## config.mk

```make
export PLATFORM = sky130hd
export DESIGN_NAME = report_on_change_trigger_flat
export DESIGN_NICKNAME = d
export VERILOG_FILES = /design/src/hdl/rotc_pkg.sv /design/src/hdl/rotc_if.sv /design/src/hdl/report_on_change_trigger.sv /design/src/hdl/rotc_csr.sv /design/src/hdl/rotc_decide.sv /design/src/flat_wrapper.sv
export SDC_FILE = /design/constraint.sdc
export NUM_CORES = 1
export LEC_CHECK = 0
export ABC_AREA = 1
export BUFFER_PORTS_ARGS = -buffer_cell sky130_fd_sc_hd__buf_2
export CAP_MARGIN = 10
export CORE_MARGIN = 10
export CORE_UTILIZATION = 39
export DETAILED_ROUTE_END_ITERATION = 12
export PLACE_DENSITY = 0.7
export SYNTH_ARGS = -nofsm -noshare
export SYNTH_HDL_FRONTEND = slang
export SYNTH_SLANG_ARGS = --single-unit
export TNS_END_PERCENT = 30
```

## constraint.sdc

```tcl
create_clock -name clock -period 5.63 [get_ports clock]
set_clock_uncertainty 0.15 [all_clocks]
set_input_delay 0.563 -clock clock [delete_from_list [all_inputs] [get_ports clock]]
set_output_delay 0.563 -clock clock [all_outputs]
set_load 0.1 [all_outputs]
```

## src/hdl/rotc_pkg.sv

```systemverilog
// Package for the report-on-change trigger: register map, reset values,
// sample and report payload types, configuration struct and field codes.
// No dependencies; every other file of the block imports it.
package rotc_pkg;

   // Register map: register i sits at byte address 4*i.
   localparam int unsigned CSR_ADDR_WIDTH = 5;
   localparam int unsigned CSR_DATA_WIDTH = 32;

   typedef enum logic [2:0] {
      REG_LOW_BATTERY      = 3'd0,
      REG_CRITICAL_BATTERY = 3'd1,
      REG_CHANGE_THRESHOLD = 3'd2,
      REG_HEARTBEAT        = 3'd3,
      REG_COOLDOWN         = 3'd4,
      REG_RADIO_READY      = 3'd5
   } reg_index_type;

   localparam logic [15:0] LOW_BATTERY_RESET      = 16'd3500;
   localparam logic [15:0] CRITICAL_BATTERY_RESET = 16'd3300;
   localparam logic [15:0] CHANGE_THRESHOLD_RESET = 16'd100;
   localparam logic [31:0] HEARTBEAT_RESET        = 32'd3600;
   localparam logic [31:0] COOLDOWN_RESET         = 32'd60;
   localparam logic        RADIO_READY_RESET      = 1'b0;

   // Sensor status codes
   localparam logic [1:0] STATUS_OK      = 2'd0;
   localparam logic [1:0] STATUS_STALE   = 2'd1;
   localparam logic [1:0] STATUS_FAULT   = 2'd2;
   localparam logic [1:0] STATUS_COMMAND = 2'd3;

   // Sleep mode codes
   localparam logic [1:0] SLEEP_NORMAL   = 2'd0;
   localparam logic [1:0] SLEEP_LOW      = 2'd1;
   localparam logic [1:0] SLEEP_CRITICAL = 2'd2;

   typedef struct packed {
      logic [15:0] low_battery_mv;
      logic [15:0] critical_battery_mv;
      logic [15:0] change_threshold;
      logic [31:0] heartbeat_seconds;
      logic [31:0] cooldown_seconds;
      logic        radio_ready;
   } cfg_type;

   typedef struct packed {
      logic [31:0]        time_seconds;
      logic signed [15:0] pressure;
      logic signed [15:0] temperature;
      logic [15:0]        battery_mv;
      logic [1:0]         sensor_status;
   } sample_type;

   typedef struct packed {
      logic               send;
      logic [15:0]        sequence_res;
      logic signed [15:0] report_pressure;
      logic signed [15:0] report_temperature;
      logic [15:0]        report_battery;
      logic               flag_heartbeat;
      logic               flag_event;
      logic               flag_stale;
      logic               flag_fault;
      logic               flag_low_battery;
      logic [1:0]         sleep_mode;
   } report_type;

endpackage

```

## src/hdl/rotc_if.sv

```systemverilog
// Valid/ready channel interfaces for samples in and reports out.
// Depends on rotc_pkg for the payload structs.
interface rotc_req_if;
   import rotc_pkg::*;
   logic       valid;
   logic       ready;
   sample_type data;
   modport source (output valid, output data, input ready);
   modport sink (input valid, input data, output ready);
endinterface

interface rotc_rsp_if;
   import rotc_pkg::*;
   logic       valid;
   logic       ready;
   report_type data;
   modport source (output valid, output data, input ready);
   modport sink (input valid, input data, output ready);
endinterface

```

## src/hdl/report_on_change_trigger.sv

```systemverilog
// Top level of the report-on-change trigger: sample register, decision
// logic, report register and APB register file. Depends on rotc_pkg,
// rotc_if, rotc_csr and rotc_decide.
//
//   Channel   Dir   Handshake               Payload
//   req_chan  in    valid/ready             sample_type (time, pressure, temp, batt, status)
//   rsp_chan  out   valid/ready             report_type (send, sequence, report, flags, sleep)
//   csr_*     in    APB setup + access      32-bit register data, paddr[4:2] selects
//
// One sample per cycle sustained while rsp_chan is ready; each transaction passes
// the sample register, then the report register. The decision is one compare-and-
// update pass over the trigger state between those two registers.
// Reset is synchronous and clears the valid flags, trigger state and CSR fields
// to their reset values. A stall on rsp_chan holds the report register; the
// sample register keeps taking one more transaction before req_chan.ready drops.
module report_on_change_trigger (
   input  logic                                clock,
   input  logic                                reset,
   rotc_req_if.sink                            req_chan,
   rotc_rsp_if.source                          rsp_chan,
   input  logic                                csr_psel,
   input  logic                                csr_penable,
   input  logic                                csr_pwrite,
   input  logic [rotc_pkg::CSR_ADDR_WIDTH-1:0] csr_paddr,
   input  logic [rotc_pkg::CSR_DATA_WIDTH-1:0] csr_pwdata,
   output logic [rotc_pkg::CSR_DATA_WIDTH-1:0] csr_prdata,
   output logic                                csr_pready
);
   import rotc_pkg::*;

   cfg_type    cfg;

   // sample register
   logic       in_valid_ff, in_valid_in;
   sample_type in_data_ff, in_data_in;

   // report register
   logic       out_valid_ff, out_valid_in;
   report_type out_data_ff, out_data_in;

   report_type report;
   logic       advance;   // sample register moves into report register
   logic       take;      // new transaction accepted on req_chan

   rotc_csr u_csr (
      .clock       (clock),
      .reset       (reset),
      .csr_psel    (csr_psel),
      .csr_penable (csr_penable),
      .csr_pwrite  (csr_pwrite),
      .csr_paddr   (csr_paddr),
      .csr_pwdata  (csr_pwdata),
      .csr_prdata  (csr_prdata),
      .csr_pready  (csr_pready),
      .cfg         (cfg)
   );

   rotc_decide u_decide (
      .clock   (clock),
      .reset   (reset),
      .cfg     (cfg),
      .sample  (in_data_ff),
      .advance (advance),
      .report  (report)
   );

   // report register is free when empty or being drained this cycle
   assign advance        = in_valid_ff && (!out_valid_ff || rsp_chan.ready);
   assign req_chan.ready = !in_valid_ff || advance;
   assign take           = req_chan.valid && req_chan.ready;

   assign rsp_chan.valid = out_valid_ff;
   assign rsp_chan.data  = out_data_ff;

   always_comb begin
      in_valid_in = in_valid_ff;
      in_data_in  = in_data_ff;
      if (take) begin
         in_valid_in = 1'b1;
         in_data_in  = req_chan.data;
      end else if (advance) begin
         in_valid_in = 1'b0;
      end
   end

   always_comb begin
      out_valid_in = out_valid_ff;
      out_data_in  = out_data_ff;
      if (advance) begin
         out_valid_in = 1'b1;
         out_data_in  = report;
      end else if (rsp_chan.ready) begin
         out_valid_in = 1'b0;
      end
   end

   always_ff @(posedge clock) begin
      if (reset) begin
         in_valid_ff  <= 1'b0;
         out_valid_ff <= 1'b0;
      end else begin
         in_valid_ff  <= in_valid_in;
         out_valid_ff <= out_valid_in;
      end
   end

   always_ff @(posedge clock) begin
      in_data_ff  <= in_data_in;
      out_data_ff <= out_data_in;
   end

endmodule

```

## src/hdl/rotc_csr.sv

```systemverilog
// APB-style register file for the trigger thresholds and radio enable.
// Depends on rotc_pkg for the register map and cfg_type.
module rotc_csr (
   input  logic                                  clock,
   input  logic                                  reset,
   input  logic                                  csr_psel,
   input  logic                                  csr_penable,
   input  logic                                  csr_pwrite,
   input  logic [rotc_pkg::CSR_ADDR_WIDTH-1:0]   csr_paddr,
   input  logic [rotc_pkg::CSR_DATA_WIDTH-1:0]   csr_pwdata,
   output logic [rotc_pkg::CSR_DATA_WIDTH-1:0]   csr_prdata,
   output logic                                  csr_pready,
   output rotc_pkg::cfg_type                     cfg
);
   import rotc_pkg::*;

   cfg_type       cfg_ff;
   cfg_type       cfg_in;
   reg_index_type index;
   logic          write_en;

   assign index      = reg_index_type'(csr_paddr[CSR_ADDR_WIDTH-1:2]);
   assign write_en   = csr_psel && csr_penable && csr_pwrite;
   assign csr_pready = 1'b1;
   assign cfg        = cfg_ff;

   always_comb begin
      cfg_in = cfg_ff;
      if (write_en) begin
         case (index)
            REG_LOW_BATTERY:      cfg_in.low_battery_mv      = csr_pwdata[15:0];
            REG_CRITICAL_BATTERY: cfg_in.critical_battery_mv = csr_pwdata[15:0];
            REG_CHANGE_THRESHOLD: cfg_in.change_threshold    = csr_pwdata[15:0];
            REG_HEARTBEAT:        cfg_in.heartbeat_seconds   = csr_pwdata[31:0];
            REG_COOLDOWN:         cfg_in.cooldown_seconds    = csr_pwdata[31:0];
            REG_RADIO_READY:      cfg_in.radio_ready         = csr_pwdata[0];
            default: ;
         endcase
      end
   end

   always_comb begin
      case (index)
         REG_LOW_BATTERY:      csr_prdata = {16'd0, cfg_ff.low_battery_mv};
         REG_CRITICAL_BATTERY: csr_prdata = {16'd0, cfg_ff.critical_battery_mv};
         REG_CHANGE_THRESHOLD: csr_prdata = {16'd0, cfg_ff.change_threshold};
         REG_HEARTBEAT:        csr_prdata = cfg_ff.heartbeat_seconds;
         REG_COOLDOWN:         csr_prdata = cfg_ff.cooldown_seconds;
         REG_RADIO_READY:      csr_prdata = {31'd0, cfg_ff.radio_ready};
         default:              csr_prdata = '0;
      endcase
   end

   always_ff @(posedge clock) begin
      if (reset) begin
         cfg_ff.low_battery_mv      <= LOW_BATTERY_RESET;
         cfg_ff.critical_battery_mv <= CRITICAL_BATTERY_RESET;
         cfg_ff.change_threshold    <= CHANGE_THRESHOLD_RESET;
         cfg_ff.heartbeat_seconds   <= HEARTBEAT_RESET;
         cfg_ff.cooldown_seconds    <= COOLDOWN_RESET;
         cfg_ff.radio_ready         <= RADIO_READY_RESET;
      end else begin
         cfg_ff <= cfg_in;
      end
   end

endmodule

```

## src/hdl/rotc_decide.sv

```systemverilog
// Report decision logic and trigger state (sequence, last report, dying flag).
// Depends on rotc_pkg for cfg_type, sample_type, report_type and codes.
module rotc_decide (
   input  logic                 clock,
   input  logic                 reset,
   input  rotc_pkg::cfg_type    cfg,
   input  rotc_pkg::sample_type sample,
   input  logic                 advance,
   output rotc_pkg::report_type report
);
   import rotc_pkg::*;

   logic [15:0]        next_sequence_ff, next_sequence_in;
   logic               sent_once_ff, sent_once_in;
   logic signed [15:0] last_pressure_ff, last_pressure_in;
   logic [31:0]        last_time_ff, last_time_in;
   logic               dying_ff, dying_in;

   logic               battery_low;
   logic               critical;
   logic               first;
   logic [31:0]        since;
   logic               hb_due;
   logic signed [16:0] delta;
   logic [16:0]        delta_mag;
   logic               hit;
   logic               cool;
   logic               status_ok;
   logic               status_fault;
   logic               normal_send;
   logic               dying_send;
   logic               send;

   assign battery_low  = sample.battery_mv < cfg.low_battery_mv;
   assign critical     = sample.battery_mv < cfg.critical_battery_mv;
   assign first        = !sent_once_ff;
   assign since        = sample.time_seconds - last_time_ff;
   assign hb_due       = since >= cfg.heartbeat_seconds;
   assign delta        = 17'(signed'({sample.pressure[15], sample.pressure}))
                       - 17'(signed'({last_pressure_ff[15], last_pressure_ff}));
   assign delta_mag    = delta[16] ? 17'(-delta) : 17'(delta);
   assign hit          = !first && !battery_low
                      && (delta_mag >= {1'b0, cfg.change_threshold});
   assign cool         = first || (since >= cfg.cooldown_seconds);
   assign status_ok    = sample.sensor_status == STATUS_OK;
   assign status_fault = sample.sensor_status inside {STATUS_FAULT, STATUS_COMMAND};

   assign dying_send  = critical && !dying_ff && cfg.radio_ready;
   assign normal_send = !critical && cool && cfg.radio_ready
                     && (first || (status_ok && (hb_due || hit)) || (status_fault && hb_due));
   assign send        = dying_send || normal_send;

   always_comb begin
      report = '0;
      if (send) begin
         report.send               = 1'b1;
         report.sequence_res       = next_sequence_ff;
         report.report_pressure    = sample.pressure;
         report.report_temperature = sample.temperature;
         report.report_battery     = sample.battery_mv;
         report.flag_heartbeat     = dying_send || hb_due || first;
         report.flag_event         = normal_send && hit;
         report.flag_stale         = sample.sensor_status == STATUS_STALE;
         report.flag_fault         = status_fault;
         report.flag_low_battery   = battery_low;
      end
      if (critical)
         report.sleep_mode = SLEEP_CRITICAL;
      else if (battery_low)
         report.sleep_mode = SLEEP_LOW;
      else
         report.sleep_mode = SLEEP_NORMAL;
   end

   always_comb begin
      next_sequence_in = next_sequence_ff;
      sent_once_in     = sent_once_ff;
      last_pressure_in = last_pressure_ff;
      last_time_in     = last_time_ff;
      dying_in         = dying_ff;
      if (advance) begin
         if (send)
            next_sequence_in = next_sequence_ff + 16'd1;
         if (normal_send) begin
            sent_once_in     = 1'b1;
            last_pressure_in = sample.pressure;
            last_time_in     = sample.time_seconds;
         end
         // re-arm check comes after the announcement in the same sample
         if (!battery_low)
            dying_in = 1'b0;
         else if (dying_send)
            dying_in = 1'b1;
      end
   end

   always_ff @(posedge clock) begin
      if (reset) begin
         next_sequence_ff <= '0;
         sent_once_ff     <= 1'b0;
         last_pressure_ff <= '0;
         last_time_ff     <= '0;
         dying_ff         <= 1'b0;
      end else begin
         next_sequence_ff <= next_sequence_in;
         sent_once_ff     <= sent_once_in;
         last_pressure_ff <= last_pressure_in;
         last_time_ff     <= last_time_in;
         dying_ff         <= dying_in;
      end
   end

endmodule

```

## src/flat_wrapper.sv

```systemverilog
// flat-port wrapper written by rule: the top's interface ports become plain ports
module report_on_change_trigger_flat import rotc_pkg::*;
  (clock, reset, csr_psel, csr_penable, csr_pwrite, csr_paddr, csr_pwdata, csr_prdata, csr_pready, req_chan_valid, req_chan_data, req_chan_ready, rsp_chan_valid, rsp_chan_data, rsp_chan_ready);
  rotc_req_if req_chan_i ();
  rotc_rsp_if rsp_chan_i ();
  input  logic clock;
  input  logic reset;
  input  logic csr_psel;
  input  logic csr_penable;
  input  logic csr_pwrite;
  input  logic [rotc_pkg::CSR_ADDR_WIDTH-1:0] csr_paddr;
  input  logic [rotc_pkg::CSR_DATA_WIDTH-1:0] csr_pwdata;
  output logic [rotc_pkg::CSR_DATA_WIDTH-1:0] csr_prdata;
  output logic csr_pready;
  input wire logic [$bits(req_chan_i.valid)-1:0] req_chan_valid;
  input wire logic [$bits(req_chan_i.data)-1:0] req_chan_data;
  output wire logic [$bits(req_chan_i.ready)-1:0] req_chan_ready;
  output wire logic [$bits(rsp_chan_i.valid)-1:0] rsp_chan_valid;
  output wire logic [$bits(rsp_chan_i.data)-1:0] rsp_chan_data;
  input wire logic [$bits(rsp_chan_i.ready)-1:0] rsp_chan_ready;
  assign req_chan_i.valid = req_chan_valid;
  assign req_chan_i.data = req_chan_data;
  assign req_chan_ready = req_chan_i.ready;
  assign rsp_chan_valid = rsp_chan_i.valid;
  assign rsp_chan_data = rsp_chan_i.data;
  assign rsp_chan_i.ready = rsp_chan_ready;
  report_on_change_trigger u_core (.clock(clock), .reset(reset), .req_chan(req_chan_i), .rsp_chan(rsp_chan_i), .csr_psel(csr_psel), .csr_penable(csr_penable), .csr_pwrite(csr_pwrite), .csr_paddr(csr_paddr), .csr_pwdata(csr_pwdata), .csr_prdata(csr_prdata), .csr_pready(csr_pready));
endmodule
```

==> results.md <==
Status:
- The flow ran to the end, and the final reports show no timing, DRC or antenna violations.

STA:
- The transition at the pin with the smallest max-transition slack is 0.9490 ns.
- The post-route fraction of the period consumed by the critical path is 93.10%.
- The normalized max-slew margin is 36.50%.
- The highest clock rate is 0.1908 GHz.
- The number of failing hold endpoints at the final stage is 0.
- The number of pins exceeding their max-slew limit in the final report came to 0.
- Setup repair after global routing left no endpoint under its margin.
- The clock period minus worst slack is 5.242 ns.
- After routing, the total negative slack on setup checks comes to 0 ns.
- Setup violations remaining at the end of the flow were counted as 0.

Power:
- The analysis attributes to cell leakage a power of 9.770 nW.
- The total design power is 6.369 mW.
- In this run the power density over the cells is 290.6 nW/um^2.
- IR analysis of the VDD net gives a maximum drop of 0.0002569 V.

Worst setup path:
- The highest-delay cell along the critical path is fa_1.
- The gate family responsible for the most delay along the worst path is simple AND/OR/NAND/NOR gates.
- The arrival time at the worst endpoint is 5.51 ns.
- The critical path data required time is 5.90 ns.
- Among the stages of the critical path, the cell type that occurs most often is nand2_1.
- The biggest fanout along the worst timing path is 18.
- STA classifies the critical path startpoint as a flip-flop.
- The critical path is of the reg -> reg type.
- STA classifies the critical path endpoint as a flip-flop.
- The delay of the slowest critical-path stage is 0.40 ns.
- The buffer and inverter count on the worst path is 5.

Global routing:
- The overall global routing resource usage is 17.44%.
- Entering global routing, the biggest net connects 76 pins.
- For this run the aggregate overflow at the end of global routing stands at 0.
- The number of global-route vias before repair is 15080.
- The wire length of the first global-routing pass is 79.18 mm.
- The initial antenna violation count is 2.

Detailed routing:
- The met1 routed wirelength after detailed routing is 22.18 mm.
- After detailed routing, the average wire length per cell comes to 16.37 um.
- After detailed routing, the total wire length is 50.54 mm.
- The number of optimization iterations in the first detailed-route pass is 5.
- The total number of vias is 15350.
- The first routing iteration left 1332 violations.
- The DRC violation count after routing is 0.
- The number of nets with antenna violations after routing is 0.
- The highest metal layer with signal wires is met5.
- The met2 wire length is 23.98 mm.
- The amount of wire on met3 after detailed routing is 3.368 mm.
- The mean number of vias per cell is 4.971.

Synth:
- In this run the cell area of the synthesized design comes to 18160 um^2.
- nand2_1 is the most common cell in the netlist.
- Synthesis inferred 335 register bits.
- After synthesis, the share of flip-flops with an asynchronous set or reset is 0%.
- The gate count of the mapped netlist is 2170.
- For this run, the number of Yosys warnings is 0.
- Counting flops with a built-in enable in the synthesized netlist gives 154.
- By count the netlist is led by 384 x nand2_1, 335 x inv_1, 230 x a21oi_1, 223 x nor2_1, 181 x dfxtp_1.
- Among all flip-flop cells after synthesis, the most frequent one is dfxtp_1.
- After synthesis, the mean cell area works out to 8.367 um^2.
- The share of the synthesized area in the top cell type is 25.47%.
- After synthesis, the cell types taking the most area are edfxtp_1 25%, dfxtp_1 20%, ha_1 11%, nand2_1 7.9%, inv_1 6.9%.
- The number of distinct library cell variants in the gate-level netlist after synthesis is 50.
- The number of nets in the synthesized netlist is 2457.
- The dominant cell type by area after synthesis is edfxtp_1.
- The share of the Yosys chip area taken by registers is 45.42%.

Placed design:
- In this run the cell area measured after placement is 19930 um^2.
- Buffers placed on the I/O ports in this run total 229.
- The HPWL after detailed placement is 37.98 mm.
- The congestion estimate from routability-driven global placement came to 0.8743.

Clock tree:
- The number of buffers between clock root and the deepest sink is 3.
- Clock-pin slew was measured on the worst setup and hold paths at 0.06 ns.
- The count of clock tree sinks is 335.
- The CTS tree is built.
- The CTS H-tree depth is 2.
- In this run the clock root is driven by a clkbuf_16.
- Clock latency on the worst-skew pair, taken at its later pin, is 0.58 ns.
- The number of buffers created by CTS is 39.

Finish:
- From synthesis to final layout, the design area changed by 20.71%.
- The final instance area is 21920 um^2.
- After filler insertion, the fill cell instance count of the layout stands at 4362.
- The net count of the finished layout is 2735.
- For this run, the share of the core covered by cells in the final layout is 47.38%.
- Cells with a size suffix above 1 make up 15.25% of the layout.

Floorplan:
- The number of cell rows is 79.
- In this run the count of I/O pins placed on the die edge is 233.
- The area of the placeable core is 46260 um^2.
- The die is 235.8 um tall.
- The die outline width is 235.8 um.
- The area of the die is 55590 um^2.
- The initial cell density of the core is 39.25%.

Run:
- The tool flagged a number of max-cap violations equal to 0.

Hold path:
- The tightest min-delay check is of the in -> reg type.
[final cells by class]
cell class                 instances  area [um^2]  share of cell area (%)
timing repair buffer             305         1967                   8.974
clock buffer                      51         1082                   4.938
inverter                         343         1295                   5.909
multi-input combinational       1424         8282                   37.79
antenna                            1        2.502                 0.01142
clock inverter                    21        281.5                   1.284
sequential                       335         8248                   37.63
tap                              607        759.5                   3.465
[placed cells by master, fill, tap and decap left out, types with 3 or more instances in the layout]
cell,Yosys,routed
clkbuf_1,47,7
clkinvlp_4,0,3
a21oi_1,230,229
clkinv_2,0,8
buf_4,1,16
o22ai_1,31,31
o21ai_0,135,133
o21a_1,5,5
dlygate4sd3_1,0,50
a31oi_1,7,7
clkbuf_16,0,41
inv_1,335,333
clkbuf_8,0,4
edfxtp_1,154,154
xor2_1,34,34
a21o_1,3,3
nand4_1,20,20
nand2_2,6,6
dfxtp_1,181,181
nand2_1,384,384
buf_2,12,229
nand3_1,59,59
nor3_1,18,18
buf_12,2,8
and2_1,3,3
ha_1,159,159
bufinv_16,0,5
nor2_2,3,3
o211ai_1,16,16
o221ai_1,15,15
inv_2,4,3
nand2_4,3,3
clkinv_1,4,4
xnor2_1,11,11
nor2_4,31,31
nor2_1,223,223
o21ai_1,1,3
and3_1,3,3
a21oi_2,2,3
[stage by stage]
stage / hold WS [ns] / setup WS [ns] / cells
floorplan: 0.2867 / 1.037 / 2170
global placement: 0.2983 / 0.1147 / 2958
detailed placement: 0.3158 / -0.01338 / 2958
CTS: 0.0007935 / 0.05681 / 3080
global route: 0.003078 / 0.01737 / 3086
finish: 0.02720 / 0.3884 / 3087
[worst paths after layout]
| check | endpoint | slack (ns) | cells past startpoint | from |
|---|---|---|---|---|
| setup / recovery | u_core.u_decide.last_time_ff[0] | 0.39 | 29 | u_core.in_data_ff[50] |
| hold / removal | u_core.in_data_ff[68] | 0.03 | 1 | req_chan_data[68] |
| setup reg to reg | u_core.u_decide.last_time_ff[0] | 0.39 | 29 | u_core.in_data_ff[50] |
| hold reg to reg | u_core.u_decide.last_pressure_ff[0] | 0.32 | 2 | u_core.u_decide.last_pressure_ff[0] |
[power breakdown]
part | total, mW | switching [mW] | leakage [nW] | internal (mW)
clock network | 2.68 | 1.08 | 0.658 | 1.60
logic | 1.03 | 0.719 | 6.19 | 0.309
registers | 2.66 | 0.0364 | 2.92 | 2.62
total | 6.37 | 1.83 | 9.77 | 4.54
[state kept, by name, indices dropped and copies added (netlist names)]
signal                            cells
u_core.rsp_chan.data                 72
u_core.u_decide.sent_once_ff          1
u_core.in_valid_ff                    1
u_core.u_decide.last_time_ff         32
u_core.u_csr.cfg                    113
u_core.in_data_ff                    82
u_core.u_decide.dying_ff              1
u_core.u_decide.next_sequence_ff     16
u_core.rsp_chan.valid                 1
u_core.u_decide.last_pressure_ff     16
[metal layers]
| layer | global-route usage, % | vias up |
|---|---|---|
| met2 | 29.58 | 425 |
| li1 | - | 7763 |
| met4 | 4.545 | 4 |
| met3 | 3.859 | 68 |
| met1 | 22.00 | 7086 |
| met5 | 0 | - |
[cells by family after synthesis]
logic type | after synthesis | synth area share, %
AO/OA/AOI/OAI | 456 | 13.71
other | 1 | 0.02065
flip-flops | 335 | 45.42
adder cells (fa/ha/maj) | 161 | 11.18
buffers and inverters | 411 | 9.089
XOR/XNOR | 46 | 2.260
AND/OR/NAND/NOR | 760 | 18.32
[what timing repair did]
action / CTS / global route
pin swaps: 0 / 4
hold buffers: 50 / 0
endpoints found under the setup margin: 22 / 134
gates resized for setup: 1 / 10
endpoints found under the hold margin: 50 / 0
cloned: 0 / 1
buffers inserted: 0 / 4
Power figures use the tool's default switching activity.
